## config.mk

```make
export PLATFORM = sky130hd
export DESIGN_NAME = hb_divider
export DESIGN_NICKNAME = d
export VERILOG_FILES = /design/src/design/hb_pkg.sv /design/src/design/hb_divider.sv
export SDC_FILE = /design/constraint.sdc
export NUM_CORES = 1
export LEC_CHECK = 0
export BUFFER_PORTS_ARGS = -buffer_cell sky130_fd_sc_hd__buf_2
export CAP_MARGIN = 25
export CORE_MARGIN = 4
export CORE_UTILIZATION = 55
export CTS_CLUSTER_DIAMETER = 30
export DETAILED_ROUTE_END_ITERATION = 10
export GPL_TIMING_DRIVEN = 0
export PLACE_DENSITY = 0.81
export SLEW_MARGIN = 10
export SYNTH_ARGS = -nofsm -noshare
export SYNTH_HDL_FRONTEND = slang
export SYNTH_SLANG_ARGS = --single-unit
```

## constraint.sdc

```tcl
create_clock -name clk -period 4.1 [get_ports clk]
set_input_delay 0.615 -clock clk [delete_from_list [all_inputs] [get_ports clk]]
set_output_delay 0.615 -clock clk [all_outputs]
set_load 0.1 [all_outputs]
```

## src/design/hb_pkg.sv

```systemverilog
`timescale 1ns / 1ps
// ----------------------------------------------------------------------------
// hb_pkg: shared types and constants of the 2d histogram binner
// Field widths, status and register codes, and the bin count clamp.
// ----------------------------------------------------------------------------
package hb_pkg;

	// field widths
	localparam int SAMPLE_W    = 32;
	localparam int BIN_W       = 5;
	localparam int OUT_BIN_W   = 4;
	localparam int TOTAL_W     = 32;
	localparam int STATUS_W    = 3;
	localparam int CFG_IDX_W   = 3;
	localparam int CURSOR_W    = 2 * BIN_W;
	localparam int DIV_NUM_W   = SAMPLE_W + BIN_W;
	localparam int DIV_STEP_W  = $clog2(BIN_W + 1);

	// packed stream widths
	localparam int IN_TDATA_W  = 2 * SAMPLE_W;
	localparam int IN_TUSER_W  = 3;
	localparam int OUT_TDATA_W = 2 * OUT_BIN_W + TOTAL_W;

	// parameter defaults
	localparam int DEF_MAX_X_BINS = 16;
	localparam int DEF_MAX_Y_BINS = 16;
	localparam int DEF_COUNT_BITS = 32;

	// register reset values
	localparam logic [BIN_W-1:0] BINS_RESET = BIN_W'(16);

	// result status codes
	typedef enum logic [STATUS_W-1:0] {
		STAT_OK        = 3'd0,
		STAT_MISSING   = 3'd1,
		STAT_X_OUT     = 3'd2,
		STAT_Y_OUT     = 3'd3,
		STAT_BAD_RANGE = 3'd4
	} status_t;

	// configuration register indexes
	typedef enum logic [CFG_IDX_W-1:0] {
		CFG_X_LOW    = 3'd0,
		CFG_X_HIGH   = 3'd1,
		CFG_X_BINS   = 3'd2,
		CFG_Y_LOW    = 3'd3,
		CFG_Y_HIGH   = 3'd4,
		CFG_Y_BINS   = 3'd5
	} cfg_reg_t;

	// bins in use: zero means one, above the store size means the store size
	function automatic logic [BIN_W-1:0] clamp_bins(input logic [BIN_W-1:0] v,
			input int maxb);
		logic [BIN_W-1:0] r;
		r = v;
		if (v == '0) begin
			r = BIN_W'(1);
		end else if (int'(v) > maxb) begin
			r = BIN_W'(maxb);
		end
		return r;
	endfunction

endpackage

```

## src/design/hb_divider.sv

```systemverilog
`timescale 1ns / 1ps
// ----------------------------------------------------------------------------
// hb_divider: shared restoring divider, one quotient bit per cycle
// Quotient is known to fit BIN_W bits (num >> BIN_W is below den).
// ----------------------------------------------------------------------------
module hb_divider (
	input  logic                           clk,
	input  logic                           arst_n,
	input  logic                           start,
	input  logic [hb_pkg::DIV_NUM_W-1:0]   num,
	input  logic [hb_pkg::SAMPLE_W-1:0]    den,
	output logic                           done,
	output logic [hb_pkg::BIN_W-1:0]       quot,
	output logic [hb_pkg::SAMPLE_W-1:0]    rem
);
	import hb_pkg::*;

	logic [SAMPLE_W-1:0]   rem_q;
	logic [SAMPLE_W-1:0]   den_q;
	logic [BIN_W-1:0]      low_q;
	logic [BIN_W-1:0]      quot_q;
	logic [DIV_STEP_W-1:0] cnt_q;
	logic                  run_q;
	logic [SAMPLE_W:0]     shifted;
	logic [SAMPLE_W:0]     trial;

	// one trial subtraction per step
	assign shifted = {rem_q, low_q[BIN_W-1]};
	assign trial   = shifted - {1'b0, den_q};

	// step control
	always_ff @(posedge clk or negedge arst_n) begin
		if (!arst_n) begin
			run_q <= 1'b0;
			cnt_q <= '0;
		end else if (start) begin
			run_q <= 1'b1;
			cnt_q <= DIV_STEP_W'(BIN_W);
		end else if (cnt_q != '0) begin
			cnt_q <= cnt_q - 1'b1;
		end else if (run_q) begin
			run_q <= 1'b0;
		end
	end

	// remainder and quotient datapath
	always_ff @(posedge clk) begin
		if (start) begin
			rem_q  <= num[DIV_NUM_W-1:BIN_W];
			low_q  <= num[BIN_W-1:0];
			den_q  <= den;
			quot_q <= '0;
		end else if (cnt_q != '0) begin
			low_q <= {low_q[BIN_W-2:0], 1'b0};
			if (!trial[SAMPLE_W]) begin
				rem_q  <= trial[SAMPLE_W-1:0];
				quot_q <= {quot_q[BIN_W-2:0], 1'b1};
			end else begin
				rem_q  <= shifted[SAMPLE_W-1:0];
				quot_q <= {quot_q[BIN_W-2:0], 1'b0};
			end
		end
	end

	assign done = run_q && (cnt_q == '0);
	assign quot = quot_q;
	assign rem  = rem_q;

endmodule
```

==> run_results.csv <==
group,metric,value,unit
critical_path,critPathLaunch,"den_q[0]",
route,ant_nets,0,
critical_path,crit_path_max_fanout,10,
timing,finalCritPeriodShare,0.832,
critical_path,slowest_stage,"fa_1",
global_routing,grt_pass1_wl,21.6,mm
critical_path,path_buf_inv,2,
timing,slew_violations,0,
layout,postLayoutCoreUtil,0.670,
critical_path,start_kind,"flip-flop",
timing,setup_slack,0.690,ns
critical_path,path_class,"flip-flop to flip-flop",
critical_path,worstPathArrival,3.51,ns
synth,muxShareOfSynthArea,0.0420,
synth,synthSimpleGateAreaFrac,0.135,
cts,cts_tree,"yes",
timing,relSlewSlack,0.448,
synth,synth-seq-cells,78,
synth,yosysSeqAreaShare,0.451,
timing,max_freq,293,MHz
layout,mostFrequentLayoutCells,"buf_2 (111), edfxtp_1 (69), a21oi_1 (54)",
route,drtPass1Iterations,5,
timing,skew,0.0164,ns
placement,port_buffers,109,
synth,synthCells,505,
critical_path,ff2ff_path_depth,12,
cts,cts_buffers,9,
critical_path,reg2reg_to,"rem[3]",
global_routing,grt_usage,0.250,
route,drc,0,
synth,synthArstFlopShare,0.0513,
floorplan,die_h,104,microns
route,vias_per_cell,5.80,
global_routing,antenna_found_initial,0,
cts,ctsHtreeMaxLevel,3,
job,cap_violations,0,
synth,synth_cell_types,54,
route,drtIter0Drc,371,
critical_path,timing.rr.start,"den_q[0]",
synth,syn_area,0.00504,sq mm
critical_path,crit_family,"compound AO/OA/AOI/OAI gates",
timing,rsz0062_at_grt,"no",
layout,diodes,0,
synth,synthesis.nets,612,
global_routing,overflow,0,
critical_path,rrSetupSlack,0.69,ns
floorplan,coreArea,0.00881,sq mm
placement,post-dp-hpwl,9.95,mm
floorplan,die-area,0.0108,sq mm
critical_path,path_cells,"ha_1 -> fa_1 -> nand2b_1 -> a21oi_2 -> o21ai_2 -> a2111oi_2 -> o21ai_1 -> xnor2_1 -> buf_4 -> buf_6 -> nor3b_1 -> a221o_1",
global_routing,first_global_vias,4323,
placement,post-place-ws,0.728,ns
synth,synth_edf_count,69,
layout,nNetsFinal,733,
route,vias,4286,
critical_path,max_stage_delay,0.41,ns
critical_path,required,4.20,ns
layout,drive_above_1_share,0.249,
route,routed_wirelength,13.4,mm
timing,finalHoldViolations,0,
timing,final-setup-viol-count,0,
synth,synth_top_family_by_area,"compound AO/OA/AOI/OAI gates",
worst_hold_path,hp-class,"primary input to async pin",
cts,clkSinkCount,78,
cts,cts_setup_buffers,0,
timing,setup-tns-final,0,ns
synth,post_synth_fa_ha_maj_area_fraction,0.0884,
synth,synth-compound-area-share,0.178,
synth,avgSynthCellArea,9.98,sq um
floorplan,ios,110,
route,wire_per_inst,18.1,microns
global_routing,grt_max_degree,34,
cts,cts_root_buf,"clkbuf_8",
placement,gp_congestion,0.951,
cts,holdBufCountCts,0,
critical_path,cp-end-kind,"flip-flop",
cts,clock_latency,0.36,ns
timing,finalCriticalPeriod,3.41,ns
cts,clkTransAtPathRegs,0.08,ns
run_status,status,"complete, no violations",
timing,worstMarginPinSlew,0.828,ns
layout,syn2layout_area_growth,17.1,%
synth,ys_warn_count,0,
synth,yosys.area_share.xor_xnor,0.0487,
cts,ctsResizeCount,0,
floorplan,floorplan.initialDensity,0.572,
synth,synthFlopType,"edfxtp_1",
floorplan,rows,34,
layout,final_common_cell,"buf_2",
floorplan,chipWidth,104,microns
cts,clock_path_buffers,2,
## worst max path at each step
stage,to,slack [ns],cells after the start
after CTS,rem[25],0.70,12
after global placement,rem[11],-0.11,4
after global routing,rem[25],0.42,13
after floorplan,rem[11],0.50,13
final,rem[3],0.69,12
after detailed placement,rem[25],0.73,12
## cell usage after synthesis (6+ instances only)
cell type | n | area share
edfxtp_1 | 69 | 0.41
a21oi_1 | 54 | 0.054
inv_1 | 43 | 0.032
nand2_1 | 41 | 0.031
nor2_1 | 39 | 0.029
ha_1 | 34 | 0.084
o21ai_0 | 26 | 0.026
mux2_2 | 17 | 0.038
xnor2_1 | 17 | 0.030
clkbuf_1 | 14 | 0.010
nor3b_1 | 14 | 0.021
xor2_1 | 11 | 0.019
a21o_1 | 10 | 0.015
a221o_1 | 10 | 0.020
nand2b_1 | 7 | 0.0087
nand3_1 | 6 | 0.0060
nand4_1 | 6 | 0.0075
nor3_1 | 6 | 0.0060
## cells by family (layout without fill, tap and decap cells)
| kind of cell | Yosys count | after routing |
|---|---|---|
| AND/OR/NAND/NOR | 139 | 139 |
| multiplexers | 19 | 19 |
| buffers and inverters | 66 | 192 |
| flip-flops | 78 | 78 |
| adder cells (fa/ha/maj) | 35 | 35 |
| AO/OA/AOI/OAI | 140 | 140 |
| XOR/XNOR | 28 | 28 |
## metal layers
metal	vias to the layer above	GRT usage	share of wire
li1	2075	-	-
met1	2022	0.327	0.44
met2	160	0.411	0.47
met3	29	0.0628	0.074
met4	0	0.0769	0.021
met5	-	0	0
## cell type report
class                      instances  area [sq um]
clock inverter                     3          21.3
timing repair buffer             110           566
buffer                            23           126
sequential                        78          2270
multi-input combinational        361          2480
clock buffer                      13           139
inverter                          43           161
tap                              108           135
fill                             699          2900
## registers in the layout (all words and copies together) (netlist names)
| signal | cells |
|---|---|
| low_q | 5 |
| quot | 5 |
| den_q | 32 |
| cnt_q | 3 |
| run_q | 1 |
| rem | 32 |
## through the flow
| stage | instance area, sq um | cells | hold WS [ns] |
|---|---|---|---|
| 3_5_place_dp | 5740 | 723 | 0.427 |
| 5_1_grt | 5900 | 739 | 0.0344 |
| 3_3_place_gp | 5720 | 722 | 0.422 |
| 2_1_floorplan | 5040 | 505 | 0.319 |
| 6_report | 5900 | 739 | 0.0510 |
| 4_1_cts | 5900 | 739 | 0.0502 |
Power is not shown: default switching activity piles up to over one toggle a cycle in this logic, so the estimate is an artifact.
